**config.mk**
```make
export PLATFORM = sky130hd
export DESIGN_NAME = cartridge_bank_mapper_irq
export DESIGN_NICKNAME = d
export VERILOG_FILES = /design/src/hw/rtl/cbmi_pkg.sv /design/src/hw/rtl/cartridge_bank_mapper_irq.sv /design/src/hw/rtl/cbmi_xlate.sv /design/src/hw/rtl/cbmi_irq.sv
export VERILOG_INCLUDE_DIRS = /design/src /design/src/hw/rtl
export SDC_FILE = /design/constraint.sdc
export NUM_CORES = 1
export LEC_CHECK = 0
export ABC_AREA = 1
export BUFFER_PORTS_ARGS = -buffer_cell sky130_fd_sc_hd__buf_4
export CORE_ASPECT_RATIO = 1.25
export CORE_MARGIN = 2
export CORE_UTILIZATION = 59
export DETAILED_ROUTE_END_ITERATION = 10
export PLACE_DENSITY = 0.9
export SLEW_MARGIN = 20
export SYNTH_ARGS = -nofsm -noshare
export SYNTH_HDL_FRONTEND = slang
export SYNTH_HIERARCHICAL = 1
export SYNTH_SLANG_ARGS = --single-unit
```
**constraint.sdc**
```tcl
create_clock -name clk -period 3.1 [get_ports clk]
set_input_delay 0.155 -clock clk [delete_from_list [all_inputs] [get_ports clk]]
set_output_delay 0.155 -clock clk [all_outputs]
set_load 0.005 [all_outputs]
```
**src/hw/rtl/cartridge_bank_mapper_irq_assert.svh**
```systemverilog
// Assertion macros for the cartridge bank mapper.
// Used by cartridge_bank_mapper_irq.sv; no other dependencies.
`ifndef CARTRIDGE_BANK_MAPPER_IRQ_ASSERT_SVH
`define CARTRIDGE_BANK_MAPPER_IRQ_ASSERT_SVH

// same-cycle implication
`define CBMI_ASSERT_IMP(lbl, clk, rst_n, ante, cons) \
	lbl: assert property (@(posedge clk) disable iff (!rst_n) (ante) |-> (cons)) \
		else $error("cbmi assertion failed");

// next-cycle implication
`define CBMI_ASSERT_NXT(lbl, clk, rst_n, ante, cons) \
	lbl: assert property (@(posedge clk) disable iff (!rst_n) (ante) |=> (cons)) \
		else $error("cbmi assertion failed");

`endif

```
**src/hw/rtl/cbmi_pkg.sv**
```systemverilog
// Shared types and constants for the cartridge bank mapper.
// No dependencies; imported by all cbmi modules and the top level.
package cbmi_pkg;

	localparam int PRG_ADDR_BITS_DEF = 22;
	localparam int PHYS_W = 22;
	localparam int CHR_W = 19;

	typedef enum logic [1:0] {
		CMD_WRITE    = 2'd0,
		CMD_TICK     = 2'd1,
		CMD_READ_PRG = 2'd2,
		CMD_READ_CHR = 2'd3
	} cmd_t;

	typedef struct packed {
		cmd_t        cmd;
		logic [15:0] address;
		logic [7:0]  write_data;
		logic [8:0]  scanline;
		logic        rendering_enabled;
	} req_t;

	typedef struct packed {
		logic [PHYS_W-1:0] phys_addr;
		logic              mapped;
		logic              irq_pulse;
		logic              mirror_select;
	} rsp_t;

	// configuration register indexes
	localparam logic CFG_PRG_MASK = 1'b0;
	localparam logic CFG_CHR_MASK = 1'b1;

	localparam logic [PHYS_W-1:0] PRG_MASK_RESET = 22'h3F_FFFF;
	localparam logic [CHR_W-1:0]  CHR_MASK_RESET = 19'h7_FFFF;

	// register map
	localparam logic [15:0] REG_MIRROR_PRG0 = 16'h8000;
	localparam logic [15:0] REG_PRG1        = 16'h8001;
	localparam logic [15:0] REG_CHR0        = 16'h8002;
	localparam logic [15:0] REG_CHR1        = 16'h8003;
	localparam logic [15:0] REG_CHR2        = 16'hA000;
	localparam logic [15:0] REG_CHR3        = 16'hA001;
	localparam logic [15:0] REG_CHR4        = 16'hA002;
	localparam logic [15:0] REG_CHR5        = 16'hA003;
	localparam logic [15:0] REG_IRQ_LATCH   = 16'hC000;
	localparam logic [15:0] REG_IRQ_RELOAD  = 16'hC001;
	localparam logic [15:0] REG_IRQ_ENABLE  = 16'hC002;
	localparam logic [15:0] REG_IRQ_DISABLE = 16'hC003;

	localparam int MIRROR_BIT = 6;

	// program windows
	localparam logic [15:0] PRG_FIXED_BASE = 16'hC000;
	localparam logic [15:0] PRG_BANK1_BASE = 16'hA000;
	localparam logic [15:0] PRG_BANK0_BASE = 16'h8000;
	localparam logic [7:0]  FIXED_BANK16   = 8'hFF;

	// pattern windows
	localparam logic [15:0] CHR_1K_BASE = 16'h1000;
	localparam logic [15:0] CHR_END     = 16'h2000;

	localparam logic [8:0] IRQ_FIRST_LINE = 9'd21;
	localparam logic [8:0] IRQ_LAST_LINE  = 9'd260;

endpackage

```
**src/hw/rtl/cartridge_bank_mapper_irq.sv**
```systemverilog
// Top level of the cartridge bank mapper with scanline interrupt.
// Depends on cbmi_pkg, cbmi_xlate, cbmi_irq and cartridge_bank_mapper_irq_assert.svh.
//
// Usage:
//   req channel (req_valid/req_stall/req_data) carries one command per
//   transaction: register write, scanline tick, program read or pattern read.
//   rsp channel (rsp_valid/rsp_stall/rsp_data) returns exactly one result
//   per request: translated address, mapped flag, interrupt pulse and the
//   current mirroring bit (after any write of that same request).
//   Each request accepted at an edge has its result in the output register
//   after that edge. Throughput is one transaction per cycle while the
//   receiver does not stall; decode, bank lookup and counter update are a
//   single combinational pass ahead of the output register.
//   When the receiver stalls, the held result stays put and req_stall rises
//   only while that result is still waiting; a new request is taken in the
//   same cycle the held result leaves.
//   cfg_we/cfg_index/cfg_data write the program and pattern size masks;
//   write them only while the block is idle.
//   Reset clears all bank, interrupt and handshake state and sets both masks
//   to all ones; the block is ready for a request once reset is released.
`include "cartridge_bank_mapper_irq_assert.svh"
module cartridge_bank_mapper_irq #(
	parameter int PRG_ADDR_BITS = cbmi_pkg::PRG_ADDR_BITS_DEF
) (
	input  logic                        clk,
	input  logic                        arst_n,
	input  logic                        cfg_we,
	input  logic                        cfg_index,
	input  logic [cbmi_pkg::PHYS_W-1:0] cfg_data,
	input  logic                        req_valid,
	output logic                        req_stall,
	input  cbmi_pkg::req_t              req_data,
	output logic                        rsp_valid,
	input  logic                        rsp_stall,
	output cbmi_pkg::rsp_t              rsp_data
);
	import cbmi_pkg::*;

	logic [PHYS_W-1:0] prg_mask_q;
	logic [CHR_W-1:0]  chr_mask_q;
	logic [1:0][5:0]   prg_bank_q;
	logic [5:0][7:0]   chr_bank_q;
	logic              mirror_q;
	logic              mirror_d;
	logic              accept;
	logic              is_write;
	logic [PHYS_W-1:0] phys;
	logic              mapped;
	logic              irq_pulse;
	logic              rsp_valid_q;
	rsp_t              rsp_q;

	assign req_stall = rsp_valid_q && rsp_stall;
	assign accept    = req_valid && !req_stall;
	assign is_write  = accept && (req_data.cmd == CMD_WRITE);
	assign mirror_d  = (is_write && req_data.address == REG_MIRROR_PRG0)
		? req_data.write_data[MIRROR_BIT] : mirror_q;

	always_ff @(posedge clk or negedge arst_n) begin
		if (!arst_n) begin
			prg_mask_q <= PRG_MASK_RESET;
			chr_mask_q <= CHR_MASK_RESET;
		end else if (cfg_we) begin
			unique case (cfg_index)
				CFG_PRG_MASK: prg_mask_q <= cfg_data;
				CFG_CHR_MASK: chr_mask_q <= cfg_data[CHR_W-1:0];
				default: ;
			endcase
		end
	end

	always_ff @(posedge clk or negedge arst_n) begin
		if (!arst_n) begin
			prg_bank_q <= '0;
			chr_bank_q <= '0;
			mirror_q   <= 1'b0;
		end else if (is_write) begin
			mirror_q <= mirror_d;
			unique case (req_data.address)
				REG_MIRROR_PRG0: prg_bank_q[0] <= req_data.write_data[5:0];
				REG_PRG1:        prg_bank_q[1] <= req_data.write_data[5:0];
				REG_CHR0:        chr_bank_q[0] <= req_data.write_data;
				REG_CHR1:        chr_bank_q[1] <= req_data.write_data;
				REG_CHR2:        chr_bank_q[2] <= req_data.write_data;
				REG_CHR3:        chr_bank_q[3] <= req_data.write_data;
				REG_CHR4:        chr_bank_q[4] <= req_data.write_data;
				REG_CHR5:        chr_bank_q[5] <= req_data.write_data;
				default: ;
			endcase
		end
	end

	cbmi_xlate #(
		.PRG_ADDR_BITS(PRG_ADDR_BITS)
	) u_xlate (
		.req       (req_data),
		.prg_bank  (prg_bank_q),
		.chr_bank  (chr_bank_q),
		.prg_mask  (prg_mask_q),
		.chr_mask  (chr_mask_q),
		.phys_addr (phys),
		.mapped    (mapped)
	);

	cbmi_irq u_irq (
		.clk       (clk),
		.arst_n    (arst_n),
		.accept    (accept),
		.req       (req_data),
		.irq_pulse (irq_pulse)
	);

	// output register
	always_ff @(posedge clk or negedge arst_n) begin
		if (!arst_n) begin
			rsp_valid_q <= 1'b0;
		end else if (accept) begin
			rsp_valid_q <= 1'b1;
		end else if (!rsp_stall) begin
			rsp_valid_q <= 1'b0;
		end
	end

	always_ff @(posedge clk) begin
		if (accept) begin
			rsp_q.phys_addr     <= phys;
			rsp_q.mapped        <= mapped;
			rsp_q.irq_pulse     <= irq_pulse;
			rsp_q.mirror_select <= mirror_d;
		end
	end

	assign rsp_valid = rsp_valid_q;
	assign rsp_data  = rsp_q;

	`CBMI_ASSERT_NXT(a_req_gives_rsp, clk, arst_n, accept, rsp_valid)
	`CBMI_ASSERT_NXT(a_no_irq_off_tick, clk, arst_n,
		accept && req_data.cmd != CMD_TICK, !rsp_data.irq_pulse)
	`CBMI_ASSERT_NXT(a_no_map_on_ctrl, clk, arst_n,
		accept && (req_data.cmd == CMD_WRITE || req_data.cmd == CMD_TICK),
		!rsp_data.mapped && rsp_data.phys_addr == '0)
	`CBMI_ASSERT_IMP(a_unmapped_zero, clk, arst_n,
		rsp_valid && !rsp_data.mapped, rsp_data.phys_addr == '0)

endmodule

```
**src/hw/rtl/cbmi_xlate.sv**
```systemverilog
// Program and pattern address translation for the bank mapper.
// Depends on cbmi_pkg. Purely combinational.
module cbmi_xlate #(
	parameter int PRG_ADDR_BITS = cbmi_pkg::PRG_ADDR_BITS_DEF
) (
	input  cbmi_pkg::req_t                        req,
	input  logic [1:0][5:0]                       prg_bank,
	input  logic [5:0][7:0]                       chr_bank,
	input  logic [cbmi_pkg::PHYS_W-1:0]           prg_mask,
	input  logic [cbmi_pkg::CHR_W-1:0]            chr_mask,
	output logic [cbmi_pkg::PHYS_W-1:0]           phys_addr,
	output logic                                  mapped
);
	import cbmi_pkg::*;

	logic [PHYS_W-1:0]        prg_full;
	logic                     prg_hit;
	logic [PRG_ADDR_BITS-1:0] prg_phys;
	logic [CHR_W-1:0]         chr_full;
	logic                     chr_hit;
	logic [2:0]               chr_1k_idx;
	logic [15:0]              a;

	assign a = req.address;
	assign chr_1k_idx = 3'd2 + {1'b0, a[11:10]};

	always_comb begin
		prg_full = '0;
		prg_hit  = 1'b0;
		if (a >= PRG_FIXED_BASE) begin
			prg_full = {FIXED_BANK16, a[13:0]};
			prg_hit  = 1'b1;
		end else if (a >= PRG_BANK1_BASE) begin
			prg_full = {3'b000, prg_bank[1], a[12:0]};
			prg_hit  = 1'b1;
		end else if (a >= PRG_BANK0_BASE) begin
			prg_full = {3'b000, prg_bank[0], a[12:0]};
			prg_hit  = 1'b1;
		end
	end

	assign prg_phys = prg_full[PRG_ADDR_BITS-1:0] & prg_mask[PRG_ADDR_BITS-1:0];

	always_comb begin
		chr_full = '0;
		chr_hit  = 1'b0;
		if (a < CHR_1K_BASE) begin
			chr_full = {chr_bank[{2'b00, a[11]}], a[10:0]};
			chr_hit  = 1'b1;
		end else if (a < CHR_END) begin
			chr_full = {1'b0, chr_bank[chr_1k_idx], a[9:0]};
			chr_hit  = 1'b1;
		end
	end

	always_comb begin
		unique case (req.cmd)
			CMD_READ_PRG: begin
				phys_addr = PHYS_W'(prg_phys);
				mapped    = prg_hit;
			end
			CMD_READ_CHR: begin
				phys_addr = {3'b000, chr_full & chr_mask};
				mapped    = chr_hit;
			end
			default: begin
				phys_addr = '0;
				mapped    = 1'b0;
			end
		endcase
	end

endmodule

```
**src/hw/rtl/cbmi_irq.sv**
```systemverilog
// Scanline interrupt counter with latch, reload flag and enable.
// Depends on cbmi_pkg.
module cbmi_irq (
	input  logic           clk,
	input  logic           arst_n,
	input  logic           accept,
	input  cbmi_pkg::req_t req,
	output logic           irq_pulse
);
	import cbmi_pkg::*;

	logic [7:0] count_q;
	logic [7:0] latch_q;
	logic       pending_q;
	logic       on_q;
	logic       tick_en;
	logic       reload;
	logic [7:0] count_d;

	assign tick_en = accept && (req.cmd == CMD_TICK) && on_q && req.rendering_enabled
		&& (req.scanline >= IRQ_FIRST_LINE) && (req.scanline <= IRQ_LAST_LINE);
	assign reload    = (count_q == 8'd0) || pending_q;
	assign count_d   = reload ? latch_q : count_q - 8'd1;
	assign irq_pulse = tick_en && (count_d == 8'd0) && (count_q != 8'd0);

	always_ff @(posedge clk or negedge arst_n) begin
		if (!arst_n) begin
			count_q   <= '0;
			latch_q   <= '0;
			pending_q <= 1'b0;
			on_q      <= 1'b0;
		end else if (accept && req.cmd == CMD_WRITE) begin
			unique case (req.address)
				REG_IRQ_LATCH:   latch_q   <= req.write_data;
				REG_IRQ_RELOAD:  pending_q <= 1'b1;
				REG_IRQ_ENABLE:  on_q      <= 1'b1;
				REG_IRQ_DISABLE: on_q      <= 1'b0;
				default: ;
			endcase
		end else if (tick_en) begin
			count_q <= count_d;
			if (reload) pending_q <= 1'b0;
		end
	end

endmodule

```
==> impl_metrics.json, run 1 <==
{
  "cp.required_ns": 3.42,
  "endpoint_kind": "flop",
  "drc_errors": 0,
  "synth_ff_type": "dfrtp_1",
  "p_per_area_nw_per_um2": 554,
  "ff2ff_path_depth": 6,
  "nFillCells": 836,
  "syn_inst": 919,
  "antenna_cells": 0,
  "hold_violations": 0,
  "cts_buffer_depth": 2,
  "period_needed_ns": 2.10,
  "clkSlewWorstSetupHoldPaths_ns": 0.07,
  "vdd_drop_max_uv": 320,
  "place_inst": 1147,
  "clockRootBuffer": "clkbuf_16",
  "critPathMaxFanout": 32,
  "cp-start-kind": "input pin",
  "skew_ns": 0.00922,
  "clk_latency_ns": 0.43,
  "crit_buf_inv": 2,
  "holdWs_ns": 0.00585,
  "hp-class": "in2reg",
  "avgViaCountPerCell": 5.88,
  "run_status": "finished clean",
  "first_iter_violations": 822,
  "comb_power_share_pct": 13.2,
  "grt_setup_unrepaired": "no",
  "synth.avg_cell_area_um2": 8.25,
  "final_cell_mix": "nand2_1 (345), buf_4 (102), inv_1 (93), dfrtp_1 (80), nand4_1 (63)",
  "dp_hpwl_um": 13300,
  "syn-num-nets": 985,
  "seqCellArea_um2": 3830,
  "tightestPinTransition_ns": 0.816,
  "gr-total-overflow": 0,
  "drtPass1Iterations": 5,
  "p_seq_share_pct": 43.9,
  "synth_cell_types": 46,
  "total_power_mw": 5.04,
  "leakage_nw": 4.57,
  "fin_nets": 1084,
  "cp.depth": 8,
  "io_pins": 91,
  "cts_buffers": 17,
  "slowest_delay_ns": 0.68,
  "synth_edf_count": 25,
  "fp.dieW_um": 105,
  "antenna_found_initial": 0,
  "post-route-period-util_pct": 67.8,
  "grt_start_max_net_pins": 63,
  "synth_area_um2": 7590,
  "htree_num_levels": 4,
  "drive_above_1_share_pct": 23.0,
  "drv_cap": 0,
  "ant_nets": 0,
  "routabilityCongestion": 0.925,
  "clockPowerShare_pct": 42.9,
  "core.rowCount": 46,
  "io_buffers": 90,
  "async_reset_ff_share_pct": 82.9,
  "grt_pass1_vias": 6976,
  "cp_top_family": "simple AND/OR/NAND/NOR gates",
  "synth_seq_cells": 146,
  "final_common_cell": "nand2_1",
  "clkSinkCount": 146,
  "intPower_mw": 3.66,
  "area_growth_pct": 19.8,
  "yosys_warnings": 6,
  "max_freq_ghz": 0.475,
  "cts_resized": 0,
  "die-area_um2": 13800,
  "worstPathArrival_ns": 2.42,
  "setup_tns_ns": 0,
  "setup_viol": 0,
  "switching_power_mw": 1.38,
  "cts_tree": "yes",
  "slew_viol_final": 0,
  "multiInputGateArea_um2": 3080,
  "grt_pass1_wl_um": 34500,
  "swShare_pct": 27.4,
  "route.vias.total": 7047,
  "yosysSeqAreaShare_pct": 50.5,
  "cp_slowest_cell": "nor2_4",
  "grt_usage_pct": 32.3,
  "core_um2": 12600,
  "slew_headroom_pct": 45.5,
  "wl_um": 21500,
  "cp_common_cell": "nand2_1",
  "path_class": "in2reg",
  "final_cells": 1199,
  "initial_core_util_pct": 60.2,
  "ctsHoldBuffers": 20,
  "hold_depth": 3,
  "die-height_um": 131,
  "cts_setup_buffers": 0,
  "wire_per_inst_um": 18.0,
  "worstPathCellList": "dlygate4sd3_1 -> buf_4 -> nand2_1 -> nand2_1 -> nor2_4 -> nand3_1 -> nand2_1 -> nand2_1"
}
-- cells in the mapped netlist, types with 4 or more instances --
cell type  instances  area share [%]
nand2_1          346              17
inv_1             93             4.6
dfrtp_1           80              26
nand4_1           63             5.2
nand3_1           62             4.1
o21ai_0           49             3.2
dfstp_2           41              14
nor2_1            34             1.7
edfxtp_1          25             9.9
nand3_2           15             2.0
buf_2             13            0.86
buf_6             10             1.5
o21ai_2            9             1.0
nor2_4             8             1.2
nand2_2            7            0.58
buf_4              6            0.59
clkbuf_1           6            0.30
clkbuf_2           6            0.40
inv_2              4            0.20
nor2_2             4            0.33
-- worst reg2reg max path, cell delays in order, from the launching register on --
cell	delay [ns]
dfrtp_1	0.37
nand2_1	0.10
nand2_1	0.15
nor2_4	0.68
nand3_1	0.44
nand2_1	0.18
nand2_1	0.06
-- worst paths after layout --
| check | start | endpoint | slack (ns) |
|---|---|---|---|
| worst max register to register | rsp_valid$_DFFE_PN0P_ | chr_bank_q[11]$_DFFE_PN0P_ | 1.02 |
| worst min register to register | chr_bank_q[34]$_DFFE_PN0P_ | chr_bank_q[34]$_DFFE_PN0P_ | 0.47 |
| min in group asynchronous | arst_n | chr_bank_q[24]$_DFFE_PN0P_ | 0.34 |
| max in group asynchronous | arst_n | chr_bank_q[13]$_DFFE_PN0P_ | 1.90 |
| worst min-delay path | cfg_data[3] | chr_mask_q[3]$_DFFE_PN1P_ | 0.006 |
| worst max-delay path | rsp_stall | chr_bank_q[11]$_DFFE_PN0P_ | 1.0 |
-- flip-flops by register name, summed over array words and instances (netlist names) --
signal	flops
prg_bank_q	12
u_irq/on_q	1
rsp_valid	1
chr_bank_q	48
rsp_data	25
u_irq/count_q	8
u_irq/pending_q	1
chr_mask_q	19
prg_mask_q	22
mirror_q	1
u_irq/latch_q	8
-- power by group through the flow --
stage	sequential [mW]	combinational (mW)	clock (mW)
after floorplan	2.21	0.378	0
after global placement	2.23	0.590	0
after detailed placement	2.24	0.610	0
after CTS	2.21	0.645	2.16
after global routing	2.22	0.730	2.26
final	2.21	0.664	2.16
-- stage by stage --
step | worst slack [ns] | instance area (um^2) | utilization (%)
after global placement | 1.14 | 8270 | 65.6
after detailed placement | 1.10 | 8270 | 65.6
after global routing | 0.769 | 9090 | 72.1
final | 0.997 | 9090 | 72.1
after CTS | 1.05 | 9090 | 72.1
after floorplan | 1.05 | 7590 | -
-- area by class of cell --
| cell class | count | area share [%] |
|---|---|---|
| flip-flops and latches | 146 | 42.1 |
| multi-input cells | 631 | 33.9 |
| repair buffers | 122 | 10.6 |
| clock buffers | 17 | 4.68 |
| inverters | 100 | 4.23 |
| well taps | 168 | 2.31 |
| clock inverters | 15 | 2.13 |
-- metal layers --
metal | wire (um) | track usage (%) | vias up
met1 | 7400 | 37.0 | 3265
met2 | 10900 | 56.4 | 517
met4 | 1100 | 17.9 | 0
met5 | 0 | 0 | -
met3 | 2090 | 7.29 | 101
li1 | - | - | 3164
-- cell families after synthesis --
logic type      Yosys count  synth area share [%]
mux                       3                 0.445
simple gates            556                  34.5
buf+inv                 142                  8.96
flops                   146                  50.5
fa+ha+maj                 2                 0.330
xor+xnor                  2                 0.231
compound gates           68                  5.08
Note: power is estimated with default switching activity, not from simulation.
==> inputs of run 2 (changes only) <==
ABC_AREA = 0   (was 1)
CORE_UTILIZATION = 52   (was 59)
PLACE_DENSITY = 0.85   (was 0.9)
clock period = 1.85 ns   (was 3.1 ns; I/O delays follow)
==> impl_metrics.json, run 2 <==
{
  "drc_errors": 0,
  "cp.required_ns": 2.09,
  "fin_ws_ns": -0.0749,
  "vdd_drop_max_uv": 672,
  "grt_pass1_wl_um": 29600,
  "max_freq_ghz": 0.520,
  "synth_edf_count": 25,
  "final_cell_mix": "buf_4 (123), dfrtp_1 (80), mux2_2 (63), mux2_4 (56), dfstp_2 (41)",
  "area_growth_pct": 29.4,
  "htree_num_levels": 4,
  "antenna_found_initial": 0,
  "async_reset_ff_share_pct": 82.9,
  "synth_area_leaders": "dfrtp_1 (28%), dfstp_2 (15%), mux2_4 (12%)",
  "synth_cell_types": 58,
  "leakage_nw": 4.11,
  "synth.avg_cell_area_um2": 14.1,
  "grt_start_max_net_pins": 49,
  "grt_setup_unrepaired": "yes",
  "tightestPinTransition_ns": 0.595,
  "first_iter_violations": 427,
  "synth_seq_cells": 146,
  "syn-num-nets": 571,
  "wire_per_inst_um": 22.2,
  "run_status": "finished with violations",
  "routabilityCongestion": 0.872,
  "p_per_area_nw_per_um2": 833,
  "largest_reg_flops": 48,
  "synth_top_area_share_pct": 28.1,
  "core_um2": 13300,
  "violations": "negative setup slack",
  "place_inst": 783,
  "endpoint_kind": "flop",
  "cts_tree": "yes",
  "die-area_um2": 14700,
  "path_class": "reg2reg",
  "yosysSeqAreaShare_pct": 53.7,
  "dp_hpwl_um": 11900,
  "yosys_warnings": 6,
  "clk_latency_ns": 0.42,
  "syn_inst": 505,
  "cts_buffer_depth": 2,
  "cts_buffers": 17,
  "core.rowCount": 47,
  "dp_slack_ns": -0.118,
  "grt_pass1_vias": 5512,
  "holdWs_ns": 0.00706,
  "drive_above_1_share_pct": 54.6,
  "final_common_cell": "buf_4",
  "final_cells": 845,
  "gr-total-overflow": 0,
  "avgViaCountPerCell": 6.10,
  "slew_viol_final": 0,
  "worstPathArrival_ns": 2.16,
  "fin_nets": 727,
  "die-height_um": 135,
  "slew_headroom_pct": 60.1,
  "route.vias.total": 5152,
  "hold_violations": 0,
  "clockRootBuffer": "clkbuf_16",
  "clkSlewWorstSetupHoldPaths_ns": 0.06,
  "placed_cell_area_um2": 8280,
  "yosys.area.top_type": "dfrtp_1",
  "io_pins": 91,
  "cp-start-kind": "flop",
  "post-route-period-util_pct": 104,
  "critPathMaxFanout": 2,
  "drtPass1Iterations": 5,
  "ant_nets": 0,
  "drv_cap": 0,
  "yosysMostFrequentCell": "dfrtp_1",
  "io_buffers": 90,
  "regMostFlops": "chr_bank_q",
  "netlist_top_cells_count": "dfrtp_1 (80), mux2_2 (63), mux2_4 (56)",
  "clkSinkCount": 146,
  "grt_usage_pct": 26.8,
  "synth_ff_type": "dfrtp_1",
  "period_needed_ns": 1.92,
  "setup_viol": 1,
  "synth_area_um2": 7130,
  "total_power_mw": 7.69,
  "fin_area_um2": 9230,
  "antenna_cells": 0,
  "initial_core_util_pct": 53.4,
  "hp-class": "in2reg",
  "wl_um": 18700,
  "skew_ns": 0.00651,
  "fp.dieW_um": 109
}
[run 2: changes by cell type in the layout (fill, tap and decap cells not counted), sizes merged, moves of 33 or more]
cell,change
inv,-95
nand4,-49
nand2,-327
mux2,+122
nand3,-72
o21ai,-45
buf,+33
[run 2: final cells by class]
class                      instances  area, um^2
fill                             822        4120
clock inverter                    12         109
clock buffer                      20         458
inverter                          12        48.8
multi-input combinational        322        3190
tap                              171         214
timing repair buffer             162        1380
sequential                       146        3830
[run 2: logic make-up after synthesis]
kind of cell / count (synthesis) / synth area share [%]
AOI/OAI and AO/OA: 64 / 6.16
xor gates and xnor gates: 1 / 0.123
adders and majority gates: 2 / 0.351
buffers and inverters: 37 / 2.84
DFF: 146 / 53.7
muxes: 134 / 25.4
and+or+nand+nor: 121 / 11.5
[run 2: power breakdown]
part	switching, mW	internal [mW]
clock	1.40	1.93
sequential	0.100	3.54
combinational	0.370	0.361
[run 2: per-stage QoR]
stage          TNS (ns)  util, %
2_1_floorplan     -2.94        -
3_3_place_gp     -0.361     62.1
3_5_place_dp      -1.58     62.1
4_1_cts          -0.122     69.0
5_1_grt          -0.157     69.1
6_report        -0.0749     69.1
[run 2: what timing repair did]
action                                  4_1_cts  5_1_grt
endpoints found under the hold margin        85        0
hold buffers                                 27        0
pin swaps                                     7        5
endpoints found under the setup margin       14       44
resized for setup                            16        7
buffers inserted                              3        1
[run 2: metal layers]
metal | part of all wire (%) | GRT usage (%)
met4 | 3.8 | 13.5
met3 | 5.1 | 4.97
met5 | 0 | 0
met2 | 52 | 45.9
met1 | 39 | 32.2
[run 2: worst paths after layout]
check | slack [ns] | startpoint | depth (start not counted) | end
max | -0.07 | rsp_valid$_DFFE_PN0P_ | 7 | rsp_data[1]$_DFFE_PP_
min | 0.007 | req_data[13] | 2 | chr_bank_q[35]$_DFFE_PN0P_
max reg2reg | -0.07 | rsp_valid$_DFFE_PN0P_ | 7 | rsp_data[1]$_DFFE_PP_
min reg2reg | 0.49 | prg_bank_q[10]$_DFFE_PN0P_ | 1 | prg_bank_q[10]$_DFFE_PN0P_
max in group asynchronous | 0.96 | arst_n | 3 | chr_mask_q[4]$_DFFE_PN1P_
min in group asynchronous | 0.21 | arst_n | 2 | chr_bank_q[12]$_DFFE_PN0P_
[run 2: worst max-delay path, cell delays in order, from the launching register on]
cell and delay [ns]:
dfrtp_1 0.39, nand2_2 0.09, nand2_4 0.08, clkinvlp_4 0.08, nand2b_1 0.08, or2_4 0.27
a2111o_1 0.43, nor4bb_4 0.31
==> inputs of run 3 (changes only) <==
RECOVER_POWER = 50   (was default)
==> impl_metrics.json, run 3 (same netlist as run 2, synthesis figures left out) <==
{
  "routabilityCongestion": 0.872,
  "io_buffers": 90,
  "clk_latency_ns": 0.42,
  "drtPass1Iterations": 5,
  "path_class": "reg2reg",
  "die-height_um": 135,
  "total_power_mw": 7.67,
  "cp.required_ns": 2.09,
  "endpoint_kind": "flop",
  "leakage_nw": 4.10,
  "htree_num_levels": 4,
  "nFillCells": 823,
  "setup_viol": 1,
  "crit_buf_inv": 1,
  "drv_cap": 0,
  "slew_headroom_pct": 34.3,
  "slowest_delay_ns": 0.43,
  "period_needed_ns": 1.93,
  "clkSlewWorstSetupHoldPaths_ns": 0.06,
  "hp-class": "in2reg",
  "slew_viol_final": 0,
  "wire_per_inst_um": 22.2,
  "route.vias.total": 5137,
  "cp_slowest_cell": "a2111o_1",
  "post-route-period-util_pct": 104,
  "fin_area_um2": 9230,
  "grt_usage_pct": 26.8,
  "grt_pass1_vias": 5512,
  "use_met2_pct": 45.9,
  "clkSinkCount": 146,
  "cp_top_family": "simple AND/OR/NAND/NOR gates",
  "fin_nets": 727,
  "worstPathArrival_ns": 2.16,
  "p_per_area_nw_per_um2": 832,
  "fp.dieW_um": 109,
  "clockRootBuffer": "clkbuf_16",
  "core_um2": 13300,
  "grt.met1_usage_pct": 32.2,
  "io_pins": 91,
  "r2r_start": "rsp_valid$_DFFE_PN0P_",
  "seqCellArea_um2": 3830,
  "cts_buffer_depth": 2,
  "placed_cell_area_um2": 8280,
  "fin_ws_ns": -0.0754,
  "avgViaCountPerCell": 6.08,
  "first_iter_violations": 400,
  "cts_tree": "yes",
  "die-area_um2": 14700,
  "final_common_cell": "buf_4",
  "busiest_layer": "met2",
  "antenna_cells": 0,
  "grtUsageMet3_pct": 4.97,
  "regMostFlops": "chr_bank_q",
  "grt_setup_unrepaired": "yes",
  "initial_core_util_pct": 53.4,
  "core.rowCount": 47,
  "worstPathCellList": "nand2_2 -> nand2_4 -> clkinvlp_4 -> nand2b_1 -> or2_4 -> a2111o_1 -> nor4bb_4",
  "cp-start-kind": "flop",
  "multiInputGateArea_um2": 3190,
  "hold_violations": 0,
  "grt_start_max_net_pins": 49,
  "crit_start": "rsp_valid$_DFFE_PN0P_",
  "largest_reg_flops": 48,
  "area_growth_pct": 29.4,
  "final_cell_mix": "buf_4 (122), dfrtp_1 (80), mux2_2 (63), mux2_4 (56), dlygate4sd3_1 (27)",
  "drc_errors": 0,
  "gr-total-overflow": 0,
  "max_freq_ghz": 0.519,
  "cts_buffers": 17,
  "run_status": "finished with violations",
  "wl_um": 18800,
  "antenna_found_initial": 0,
  "tightestPinTransition_ns": 0.986,
  "fin_util_pct": 69.1,
  "skew_ns": 0.00742,
  "worstHoldStart": "req_data[13]",
  "dp_hpwl_um": 11900,
  "critPathMaxFanout": 2,
  "ant_nets": 0,
  "violations": "negative setup slack",
  "grt_pass1_wl_um": 29600,
  "holdWs_ns": 0.0120,
  "drive_above_1_share_pct": 51.3,
  "vdd_drop_max_uv": 672
}
[run 3: cell count changes in the layout (fill, tap and decap cells not counted)]
cell / before / now
dfstp_1: 0 / 22
clkbuf_2: 0 / 1
buf_4: 123 / 122
dfstp_2: 41 / 19
[run 3: through the flow]
step	setup TNS, ns	setup slack [ns]	instances
global placement	-0.361	-0.0526	783
detailed placement	-1.58	-0.118	783
global route	-0.157	-0.138	845
floorplan	-2.94	-0.250	505
finish	-0.0754	-0.0754	845
CTS	-0.122	-0.122	845
[run 3: layout make-up]
type,count,area share (%)
sequential,146,41.5
multi-input combinational,322,34.6
timing repair buffer,162,14.9
clock buffer,20,4.96
tap,171,2.32
clock inverter,12,1.18
inverter,12,0.529
[run 3: power by group]
group	internal, mW	switching (mW)	total, mW
registers	3.51	0.101	3.61
clock network	1.93	1.40	3.33
logic	0.360	0.371	0.731
[run 3: final timing paths]
kind / end / slack (ns) / cells past startpoint
max: rsp_data[1]$_DFFE_PP_ / -0.08 / 7
min: chr_bank_q[19]$_DFFE_PN0P_ / 0.01 / 2
max reg2reg: rsp_data[1]$_DFFE_PP_ / -0.08 / 7
min reg2reg: prg_bank_q[10]$_DFFE_PN0P_ / 0.50 / 1
max in group asynchronous: chr_mask_q[4]$_DFFE_PN1P_ / 0.62 / 3
min in group asynchronous: chr_bank_q[12]$_DFFE_PN0P_ / 0.40 / 2
[run 3: repair_timing]
item | in CTS | in global routing
endpoints found under the setup margin | 14 | 44
pin swaps | 7 | 5
buffers inserted | 3 | 1
resized for setup | 16 | 7
hold buffers | 27 | 0
hold endpoints to repair | 85 | 0
[run 3: per-layer routing]
layer / share of wire [%] / wire [um]
met5: 0 / 0
met4: 4.0 / 753
met3: 5.5 / 1030
met2: 52 / 9770
met1: 39 / 7240
